`src/rtl/pirl_pkg.sv`:
```
// package with widths, register codes, reset values and config type
`timescale 1ns / 1ps

package pirl_pkg;

  localparam int DATA_WIDTH_DEF = 16;
  localparam int FRAC_BITS_DEF  = 12;

  localparam int GAIN_W = 16;
  localparam int LIM_W  = 15;
  localparam int INT_W  = LIM_W + 1;

  localparam int APB_DW = 32;
  localparam int APB_AW = 4;

  typedef enum logic [1:0] {
    REG_PROP_GAIN = 2'd0,
    REG_INT_GAIN  = 2'd1,
    REG_OUT_LIMIT = 2'd2,
    REG_STEP_MAX  = 2'd3
  } reg_idx_e;

  localparam logic [GAIN_W-1:0] PROP_GAIN_RST = 16'd10240;
  localparam logic [GAIN_W-1:0] INT_GAIN_RST  = 16'd985;
  localparam logic [LIM_W-1:0]  OUT_LIMIT_RST = 15'd3891;
  localparam logic [LIM_W-1:0]  STEP_MAX_RST  = 15'd123;

  typedef struct packed {
    logic [GAIN_W-1:0] prop_gain;
    logic [GAIN_W-1:0] integral_gain;
    logic [LIM_W-1:0]  output_limit;
    logic [LIM_W-1:0]  ref_step_max;
  } cfg_t;

endpackage

```
`src/rtl/pirl_if.sv`:
```
// stream interfaces for the sample items and the result items
`timescale 1ns / 1ps

interface pirl_in_if import pirl_pkg::*; #(
  parameter int DATA_WIDTH = DATA_WIDTH_DEF
);
  logic                         valid;
  logic                         ready;
  logic signed [DATA_WIDTH-1:0] measured;
  logic signed [DATA_WIDTH-1:0] reference;

  modport source (output valid, output measured, output reference, input ready);
  modport sink (input valid, input measured, input reference, output ready);
endinterface

interface pirl_out_if import pirl_pkg::*; #(
  parameter int DATA_WIDTH = DATA_WIDTH_DEF
);
  logic                         valid;
  logic                         ready;
  logic signed [DATA_WIDTH-1:0] drive;
  logic signed [DATA_WIDTH-1:0] limited_reference;

  modport source (output valid, output drive, output limited_reference, input ready);
  modport sink (input valid, input drive, input limited_reference, output ready);
endinterface

```
`src/rtl/pi_controller_rate_limited_reference_top.sv`:
```
// top level of the pi controller with slew-limited reference
`timescale 1ns / 1ps

// pi controller with a slew-limited setpoint, signed q3.12 by default. each
// item carries a measurement and a requested reference; the block moves its
// stored reference toward the request by at most ref_step_max, takes the
// error against the measurement, and returns the clamped proportional term
// plus the anti-windup integral as drive, together with the reference used.
// one item is accepted every cycle while the output is not stalled, and
// each item passes in order through the four register stages (input,
// slew and error, gain multipliers, clamp and integral). the reference
// state closes its loop inside the slew stage and the integral inside
// the last stage, so items follow back to back. a stalled output backs up
// stage by stage, and the input keeps taking items while any stage is
// free. registers sit on an apb port at byte addresses 0x0 prop_gain, 0x4
// integral_gain, 0x8 output_limit, 0xc ref_step_max and may be written
// only while no item is in flight. reset clears the state.
module pi_controller_rate_limited_reference_top import pirl_pkg::*; #(
  parameter int DATA_WIDTH = DATA_WIDTH_DEF,
  parameter int FRAC_BITS  = FRAC_BITS_DEF
) (
  input  logic              clk_i,
  input  logic              rst_ni,
  pirl_in_if.sink           in_i,
  pirl_out_if.source        out_o,
  input  logic              psel,
  input  logic              penable,
  input  logic              pwrite,
  input  logic [APB_AW-1:0] paddr,
  input  logic [APB_DW-1:0] pwdata,
  output logic [APB_DW-1:0] prdata,
  output logic              pready
);

  localparam int EW = DATA_WIDTH + 1;
  localparam int PW = DATA_WIDTH + GAIN_W + 2;

  cfg_t cfg;

  // stage valid bits
  logic v1_q, v2_q, v3_q, v4_q;
  // a stage can take an item when empty or when its item moves on
  logic adv1, adv2, adv3, adv4;
  logic t2, t3, t4;

  // stage 1: input register
  logic signed [DATA_WIDTH-1:0] meas1_q, ref1_q;
  // stage 2: error and slewed reference
  logic signed [EW-1:0]         err_d, err2_q;
  logic signed [DATA_WIDTH-1:0] lref_d, lref2_q;
  // stage 3: gain products
  logic signed [PW-1:0]         prop_prod3_q, int_prod3_q;
  logic signed [DATA_WIDTH-1:0] lref3_q;
  // stage 4: result register
  logic signed [DATA_WIDTH-1:0] drive_d, drive4_q, lref4_q;

  pirl_cfg u_cfg (
    .clk_i   (clk_i),
    .rst_ni  (rst_ni),
    .psel    (psel),
    .penable (penable),
    .pwrite  (pwrite),
    .paddr   (paddr),
    .pwdata  (pwdata),
    .prdata  (prdata),
    .pready  (pready),
    .cfg_o   (cfg)
  );

  // ready ripples back from the output through the free stages
  assign adv4 = !v4_q || out_o.ready;
  assign adv3 = !v3_q || adv4;
  assign adv2 = !v2_q || adv3;
  assign adv1 = !v1_q || adv2;

  assign in_i.ready = adv1;

  // item transfers into stages 2 to 4
  assign t2 = v1_q && adv2;
  assign t3 = v2_q && adv3;
  assign t4 = v3_q && adv4;

  always_ff @(posedge clk_i or negedge rst_ni) begin
    if (!rst_ni) begin
      v1_q <= 1'b0;
      v2_q <= 1'b0;
      v3_q <= 1'b0;
      v4_q <= 1'b0;
    end else begin
      if (adv1) begin
        v1_q <= in_i.valid;
      end
      if (adv2) begin
        v2_q <= v1_q;
      end
      if (adv3) begin
        v3_q <= v2_q;
      end
      if (adv4) begin
        v4_q <= v3_q;
      end
    end
  end

  // stage 1: capture the sample
  always_ff @(posedge clk_i) begin
    if (in_i.valid && adv1) begin
      meas1_q <= in_i.measured;
      ref1_q  <= in_i.reference;
    end
  end

  // stage 2: slew the reference, state advances with the item
  pirl_slew #(
    .DATA_WIDTH (DATA_WIDTH)
  ) u_slew (
    .clk_i       (clk_i),
    .rst_ni      (rst_ni),
    .step_en_i   (t2),
    .measured_i  (meas1_q),
    .reference_i (ref1_q),
    .step_max_i  (cfg.ref_step_max),
    .err_o       (err_d),
    .lref_o      (lref_d)
  );

  always_ff @(posedge clk_i) begin
    if (t2) begin
      err2_q  <= err_d;
      lref2_q <= lref_d;
    end
  end

  // stage 3: both gain multiplies, gains are unsigned
  always_ff @(posedge clk_i) begin
    if (t3) begin
      prop_prod3_q <= PW'(err2_q) * PW'($signed({1'b0, cfg.prop_gain}));
      int_prod3_q  <= PW'(err2_q) * PW'($signed({1'b0, cfg.integral_gain}));
      lref3_q      <= lref2_q;
    end
  end

  // stage 4: clamps, integral update and drive sum
  pirl_integ #(
    .DATA_WIDTH (DATA_WIDTH),
    .FRAC_BITS  (FRAC_BITS)
  ) u_integ (
    .clk_i       (clk_i),
    .rst_ni      (rst_ni),
    .upd_en_i    (t4),
    .prop_prod_i (prop_prod3_q),
    .int_prod_i  (int_prod3_q),
    .limit_i     (cfg.output_limit),
    .drive_o     (drive_d)
  );

  always_ff @(posedge clk_i) begin
    if (t4) begin
      drive4_q <= drive_d;
      lref4_q  <= lref3_q;
    end
  end

  assign out_o.valid             = v4_q;
  assign out_o.drive             = drive4_q;
  assign out_o.limited_reference = lref4_q;

endmodule

```
`src/rtl/pirl_cfg.sv`:
```
// apb register file holding gains, output limit and reference step
`timescale 1ns / 1ps

module pirl_cfg import pirl_pkg::*; (
  input  logic              clk_i,
  input  logic              rst_ni,
  input  logic              psel,
  input  logic              penable,
  input  logic              pwrite,
  input  logic [APB_AW-1:0] paddr,
  input  logic [APB_DW-1:0] pwdata,
  output logic [APB_DW-1:0] prdata,
  output logic              pready,
  output cfg_t              cfg_o
);

  cfg_t     cfg_q;
  reg_idx_e idx;
  logic     wr_en;

  assign idx    = reg_idx_e'(paddr[APB_AW-1:2]);
  assign wr_en  = psel & penable & pwrite;
  assign pready = 1'b1;
  assign cfg_o  = cfg_q;

  always_ff @(posedge clk_i or negedge rst_ni) begin
    if (!rst_ni) begin
      cfg_q.prop_gain     <= PROP_GAIN_RST;
      cfg_q.integral_gain <= INT_GAIN_RST;
      cfg_q.output_limit  <= OUT_LIMIT_RST;
      cfg_q.ref_step_max  <= STEP_MAX_RST;
    end else if (wr_en) begin
      unique case (idx)
        REG_PROP_GAIN: cfg_q.prop_gain     <= pwdata[GAIN_W-1:0];
        REG_INT_GAIN:  cfg_q.integral_gain <= pwdata[GAIN_W-1:0];
        REG_OUT_LIMIT: cfg_q.output_limit  <= pwdata[LIM_W-1:0];
        REG_STEP_MAX:  cfg_q.ref_step_max  <= pwdata[LIM_W-1:0];
      endcase
    end
  end

  always_comb begin
    unique case (idx)
      REG_PROP_GAIN: prdata = APB_DW'(cfg_q.prop_gain);
      REG_INT_GAIN:  prdata = APB_DW'(cfg_q.integral_gain);
      REG_OUT_LIMIT: prdata = APB_DW'(cfg_q.output_limit);
      REG_STEP_MAX:  prdata = APB_DW'(cfg_q.ref_step_max);
    endcase
  end

endmodule

```
`src/rtl/pirl_slew.sv`:
```
// slew limiter state for the reference and error against the measurement
`timescale 1ns / 1ps

module pirl_slew import pirl_pkg::*; #(
  parameter int DATA_WIDTH = DATA_WIDTH_DEF
) (
  input  logic                         clk_i,
  input  logic                         rst_ni,
  input  logic                         step_en_i,
  input  logic signed [DATA_WIDTH-1:0] measured_i,
  input  logic signed [DATA_WIDTH-1:0] reference_i,
  input  logic        [LIM_W-1:0]      step_max_i,
  output logic signed [DATA_WIDTH:0]   err_o,
  output logic signed [DATA_WIDTH-1:0] lref_o
);

  localparam int EW = DATA_WIDTH + 1;
  localparam int XW = ((EW > LIM_W + 1) ? EW : LIM_W + 1) + 1;

  logic signed [DATA_WIDTH-1:0] slew_q, slew_d;
  logic signed [XW-1:0]         diff, mag, step_x, slew_x, cur_x;

  always_comb begin
    cur_x  = XW'(slew_q);
    diff   = XW'(reference_i) - cur_x;
    mag    = (diff < 0) ? -diff : diff;
    step_x = $signed(XW'(step_max_i));
    if (mag > step_x) begin
      slew_x = (diff > 0) ? cur_x + step_x : cur_x - step_x;
    end else begin
      slew_x = XW'(reference_i);
    end
    // the slewed value lies between old value and reference, so it fits
    slew_d = DATA_WIDTH'(slew_x);
    err_o  = EW'(slew_d) - EW'(measured_i);
    lref_o = slew_d;
  end

  always_ff @(posedge clk_i or negedge rst_ni) begin
    if (!rst_ni) begin
      slew_q <= '0;
    end else if (step_en_i) begin
      slew_q <= slew_d;
    end
  end

endmodule

```
`src/rtl/pirl_integ.sv`:
```
// term clamps, anti-windup integral state and drive sum
`timescale 1ns / 1ps

module pirl_integ import pirl_pkg::*; #(
  parameter int DATA_WIDTH = DATA_WIDTH_DEF,
  parameter int FRAC_BITS  = FRAC_BITS_DEF
) (
  input  logic                                 clk_i,
  input  logic                                 rst_ni,
  input  logic                                 upd_en_i,
  input  logic signed [DATA_WIDTH+GAIN_W+1:0]  prop_prod_i,
  input  logic signed [DATA_WIDTH+GAIN_W+1:0]  int_prod_i,
  input  logic        [LIM_W-1:0]              limit_i,
  output logic signed [DATA_WIDTH-1:0]         drive_o
);

  localparam int PW = DATA_WIDTH + GAIN_W + 2;
  localparam int CW = PW + 1;

  logic signed [INT_W-1:0] integ_q, integ_d;
  logic signed [CW-1:0]    prop_sh, int_sh, lim_x, prop_c, pmag, dyn, sum, integ_c, drive_x;

  always_comb begin
    prop_sh = CW'(prop_prod_i >>> FRAC_BITS);
    int_sh  = CW'(int_prod_i >>> FRAC_BITS);
    lim_x   = $signed(CW'(limit_i));

    prop_c = prop_sh;
    if (prop_sh > lim_x) begin
      prop_c = lim_x;
    end else if (prop_sh < -lim_x) begin
      prop_c = -lim_x;
    end

    // headroom left for the integral once the proportional term is in
    pmag = (prop_c < 0) ? -prop_c : prop_c;
    dyn  = lim_x - pmag;

    sum     = CW'(integ_q) + int_sh;
    integ_c = sum;
    if (sum > dyn) begin
      integ_c = dyn;
    end else if (sum < -dyn) begin
      integ_c = -dyn;
    end

    integ_d = INT_W'(integ_c);
    drive_x = integ_c + prop_c;
    drive_o = DATA_WIDTH'(drive_x);
  end

  always_ff @(posedge clk_i or negedge rst_ni) begin
    if (!rst_ni) begin
      integ_q <= '0;
    end else if (upd_en_i) begin
      integ_q <= integ_d;
    end
  end

endmodule

```
`src/flat_wrapper.sv`:
```
// flat-port wrapper written by rule: the top's interface ports become plain ports
module pi_controller_rate_limited_reference_top_flat import pirl_pkg::*;
#(
  parameter int DATA_WIDTH = DATA_WIDTH_DEF,
  parameter int FRAC_BITS  = FRAC_BITS_DEF
)
  (clk_i, rst_ni, psel, penable, pwrite, paddr, pwdata, prdata, pready, in_i_valid, in_i_measured, in_i_reference, in_i_ready, out_o_valid, out_o_drive, out_o_limited_reference, out_o_ready);
  pirl_in_if #(.DATA_WIDTH(DATA_WIDTH)) in_i_i ();
  pirl_out_if #(.DATA_WIDTH(DATA_WIDTH)) out_o_i ();
  input  logic clk_i;
  input  logic rst_ni;
  input  logic psel;
  input  logic penable;
  input  logic pwrite;
  input  logic [APB_AW-1:0] paddr;
  input  logic [APB_DW-1:0] pwdata;
  output logic [APB_DW-1:0] prdata;
  output logic pready;
  input wire logic [$bits(in_i_i.valid)-1:0] in_i_valid;
  input wire logic [$bits(in_i_i.measured)-1:0] in_i_measured;
  input wire logic [$bits(in_i_i.reference)-1:0] in_i_reference;
  output wire logic [$bits(in_i_i.ready)-1:0] in_i_ready;
  output wire logic [$bits(out_o_i.valid)-1:0] out_o_valid;
  output wire logic [$bits(out_o_i.drive)-1:0] out_o_drive;
  output wire logic [$bits(out_o_i.limited_reference)-1:0] out_o_limited_reference;
  input wire logic [$bits(out_o_i.ready)-1:0] out_o_ready;
  assign in_i_i.valid = in_i_valid;
  assign in_i_i.measured = in_i_measured;
  assign in_i_i.reference = in_i_reference;
  assign in_i_ready = in_i_i.ready;
  assign out_o_valid = out_o_i.valid;
  assign out_o_drive = out_o_i.drive;
  assign out_o_limited_reference = out_o_i.limited_reference;
  assign out_o_i.ready = out_o_ready;
  pi_controller_rate_limited_reference_top #(.DATA_WIDTH(DATA_WIDTH), .FRAC_BITS(FRAC_BITS)) u_core (.clk_i(clk_i), .rst_ni(rst_ni), .in_i(in_i_i), .out_o(out_o_i), .psel(psel), .penable(penable), .pwrite(pwrite), .paddr(paddr), .pwdata(pwdata), .prdata(prdata), .pready(pready));
endmodule
```
`config.mk`:
```
export PLATFORM = sky130hd
export DESIGN_NAME = pi_controller_rate_limited_reference_top_flat
export DESIGN_NICKNAME = d
export VERILOG_FILES = /design/src/rtl/pirl_pkg.sv /design/src/rtl/pirl_if.sv /design/src/rtl/pi_controller_rate_limited_reference_top.sv /design/src/rtl/pirl_cfg.sv /design/src/rtl/pirl_slew.sv /design/src/rtl/pirl_integ.sv /design/src/flat_wrapper.sv
export SDC_FILE = /design/constraint.sdc
export NUM_CORES = 2
export LEC_CHECK = 0
export BUFFER_PORTS_ARGS = -buffer_cell sky130_fd_sc_hd__buf_2
export CORE_ASPECT_RATIO = 1.2
export CORE_MARGIN = 1.5
export CORE_UTILIZATION = 25
export CTS_BUF_LIST = sky130_fd_sc_hd__clkbuf_4 sky130_fd_sc_hd__clkbuf_8
export CTS_CLUSTER_SIZE = 40
export DETAILED_ROUTE_END_ITERATION = 8
export HOLD_SLACK_MARGIN = 0.08
export SKIP_LAST_GASP = 1
export SYNTH_ARGS = -nofsm -noshare
export SYNTH_HDL_FRONTEND = slang
export SYNTH_SLANG_ARGS = --single-unit
```
`constraint.sdc`:
```
create_clock -name clk_i -period 20.1 [get_ports clk_i]
set_clock_uncertainty 0.2 [all_clocks]
set_input_delay 2.01 -clock clk_i [delete_from_list [all_inputs] [get_ports clk_i]]
set_output_delay 2.01 -clock clk_i [all_outputs]
set_load 0.1 [all_outputs]
```
==> impl_metrics.ini <==
[layout]
synthToLayoutAreaGrowth_pct = 9.64
fillCellCount = 16800
nets = 5280
drive_above_1_share_pct = 9.01
layout.cell_area.non_filler_um2 = 43500

[yosys]
synth_largest_area_cell = sky130_fd_sc_hd__fa_1
synth_top_cell_area_share_pct = 28.2
synthesized_flop_and_latch_total = 255
yosys.area_share.adder_pct = 41.0
post_synthesis_instance_area_um2 = 39700
synth_cell_type_count = 83
synth.top_cells.by_area = sky130_fd_sc_hd__fa_1 28%, sky130_fd_sc_hd__ha_1 13%, sky130_fd_sc_hd__edfxtp_1 12%, sky130_fd_sc_hd__inv_1 7.6%, sky130_fd_sc_hd__dfrtp_1 4.7%
ys.warnings.count = 0
synth_compound_gate_area_share_pct = 8.72
yosysSeqAreaShare_pct = 18.1
synthesis.area_per_instance_um2 = 9.43
synth_edf_count = 157
synth.area.mux_share_pct = 4.28
synth-simple-area-share_pct = 14.2
post_synthesis_cell_count = 4208
combinational_family_with_the_most_area_after_synthesis = adder cells
synthArstFlopShare_pct = 38.4
postSynth.topFlopCell = sky130_fd_sc_hd__edfxtp_1
synth-xor-area-share_pct = 4.23

[clock_tree]
postCtsSetupBuffers = 0
post_cts_resize_count = 0
cts-root-buf = sky130_fd_sc_hd__clkbuf_8
cts_num_sinks = 255
worstSkewPairLatency_ns = 0.70
hold_buffers = 0
cts_tree = yes
cts_made_buffers = 44
cts.reportedPaths.clkPinSlew_ns = 0.07
htreeDepth = 2
cts_max_path_buffers = 3

[worst_setup_path]
regToRegSetupSlack_ns = 5.01
timing.critical_path.arrival_ns = 15.30
rr_worst_depth = 60
critical-path-max-stage-delay_ns = 0.74
timing.critical_path.slowest_stage_cell = sky130_fd_sc_hd__nor3_1
worstPathMaxFanout = 55
critPathRequiredTime_ns = 20.31
crit-reg2reg-launch = u_core.u_cfg.cfg_o[27]
crit_path_start_kind = flip-flop
timing_worst_setup_path_type = reg2reg
crit_path_end_kind = flip-flop
capturing_point_of_the_worst_reg2reg_path = u_core.out_o.drive[15]

[routing]
remaining_drc_errors = 0
routed_wl_um = 110000
post_drt_via_cell_ratio = 4.59
final_antenna_net_count = 0
drt-initial-drc-count = 1782
drt_first_pass_iters = 6
wire_per_inst_um = 17.2
via_count = 29300

[placed_design]
dpl_cell_area_um2 = 42500
dp_hpwl_um = 86200
portBuffers = 106
place_congestion = 0.914

[sta]
achievable-frequency_mhz = 66.3
smallest_hold_slack_ns = 0.223
timing.setup.tns_ns = 0
final.period_utilization_pct = 75.1
layout_min_cycle_time_ns = 15.09
slew_headroom_pct = 22.1
final_max_slew_viol_count = 0
worst_slew_pin_slew_ns = 1.14
grt_setup_unrepaired = false
setup-violations-final = 0
hold_violations = 0

[die]
dieArea_um2 = 161000
coreArea_um2 = 158000
top_level_ports = 142
initial_core_util_pct = 25.1
die_w_um = 367
row_count = 160
die_h_um = 440

[min_path]
hold-path-endpoint = u_core.lref3_q[2]
whs_path_depth = 0
timing.hold.worst.start = u_core.lref2_q[2]
hp-class = reg2reg

[flow_run]
drv.max_cap_violation_count = 0

[global_routing]
global_route_wire_length_before_repair_um = 174000
grt_start_max_net_pins = 61
grt_pass1_vias = 30900
antenna_violations_before_repair = 7
gr-usage-all-layers_pct = 13.8
grt_remaining_overflow = 0

[run_status]
run_status = finished, final reports clean
[logic make-up after synthesis]
group,count (synthesis)
XOR/XNOR,191
buffers and inverters,973
flip-flops,255
multiplexers,139
other,2
adder cells (fa/ha/maj),966
AO/OA/AOI/OAI,534
AND/OR/NAND/NOR,1148
[registers in the layout (all words and copies together) (netlist names), 17 cells and up]
name and flops:
u_core.prop_prod3_q 22, u_core.err2_q 17, u_core.int_prod3_q 22, u_core.u_cfg.cfg_o 62
[per-layer routing]
| metal | up-vias | routed length (um) | track usage (%) | share of wire, % |
|---|---|---|---|---|
| li1 | 13600 | - | - | - |
| met5 | - | 13 | 0 | 0.012 |
| met2 | 766 | 51500 | 23.3 | 47 |
| met4 | 2 | 1990 | 2.97 | 1.8 |
| met1 | 14800 | 48800 | 18.1 | 44 |
| met3 | 130 | 7690 | 2.67 | 7.0 |
[Yosys cell counts (all sizes together), types with 7 or more instances]
cell and n:
or4 7, nand4 30, xor2 48, and2 238
nand2 457, o21ai 125, inv 799, o211ai 11
nand2b 27, nor3 77, nor2b 28, buf 31
a31oi 16, nor2 123, a21oi 144, edfxtp 157
xnor2 143, mux4 15, ha 406, a21o 54
dfstp 23, o21a 35, mux2i 29, o31ai 16
dfrtp 75, clkbuf 140, or3 22, and3 23
a211oi 14, mux2 95, o21bai 27, nor4 22
a22oi 10, fa 560, or2 10, nand3 64
a21boi 11
[critical path: cells and delay by family, from the launching register on]
kind	cells	cell delay, ns
muxes	4	0.52
xor gates and xnor gates	2	0.25
buffers and inverters	6	1.43
adders and majority gates	5	1.74
and+or+nand+nor	12	3.47
DFF	1	0.49
AOI/OAI and AO/OA	31	6.65
[area by class of cell]
cell class | instances | area [um^2] | share of cell area [%]
diodes | 2 | 5.00 | 0.0115
multi-input cells | 2995 | 28900 | 66.4
clock inverters | 18 | 214 | 0.492
repair buffers | 141 | 796 | 1.83
inverters | 802 | 3010 | 6.92
flip-flops and latches | 255 | 7200 | 16.5
clock buffers | 63 | 786 | 1.81
well taps | 2106 | 2640 | 6.05
[cells in the final DEF (no fill, tap or decap), types with 74 or more instances in the layout]
cell	synthesis	final
sky130_fd_sc_hd__and2_1	238	237
sky130_fd_sc_hd__mux2_2	95	95
sky130_fd_sc_hd__nor3_1	75	74
sky130_fd_sc_hd__xnor2_1	142	142
sky130_fd_sc_hd__inv_1	799	799
sky130_fd_sc_hd__nor2_1	123	123
sky130_fd_sc_hd__a21oi_1	142	142
sky130_fd_sc_hd__nand2_1	457	457
sky130_fd_sc_hd__o21ai_0	121	120
sky130_fd_sc_hd__edfxtp_1	157	157
sky130_fd_sc_hd__dfrtp_1	75	75
sky130_fd_sc_hd__ha_1	406	406
sky130_fd_sc_hd__buf_2	5	105
sky130_fd_sc_hd__fa_1	560	560
[worst max-delay path by stage]
stage	startpoint	to	slack, ns
after global placement	u_core.u_cfg.cfg_o[16]	u_core.out_o.drive[15]	5.30
after floorplan	u_core.u_cfg.cfg_o[18]	u_core.out_o.drive[15]	5.56
after detailed placement	u_core.u_cfg.cfg_o[27]	u_core.out_o.drive[15]	5.17
after global routing	u_core.u_cfg.cfg_o[27]	u_core.out_o.drive[15]	3.64
final	u_core.u_cfg.cfg_o[27]	u_core.out_o.drive[15]	5.01
after CTS	u_core.u_cfg.cfg_o[27]	u_core.out_o.drive[15]	5.07
[metrics by stage]
stage | instances | util [%] | worst slack [ns]
3_5_place_dp | 6299 | 26.9 | 5.17
6_report | 6382 | 27.5 | 5.01
2_1_floorplan | 4223 | - | 5.56
4_1_cts | 6380 | 27.5 | 5.07
3_3_place_gp | 6299 | 26.9 | 5.30
5_1_grt | 6381 | 27.5 | 3.64
Power is not shown: default switching activity piles up to over one toggle a cycle in this logic, so the estimate is an artifact.
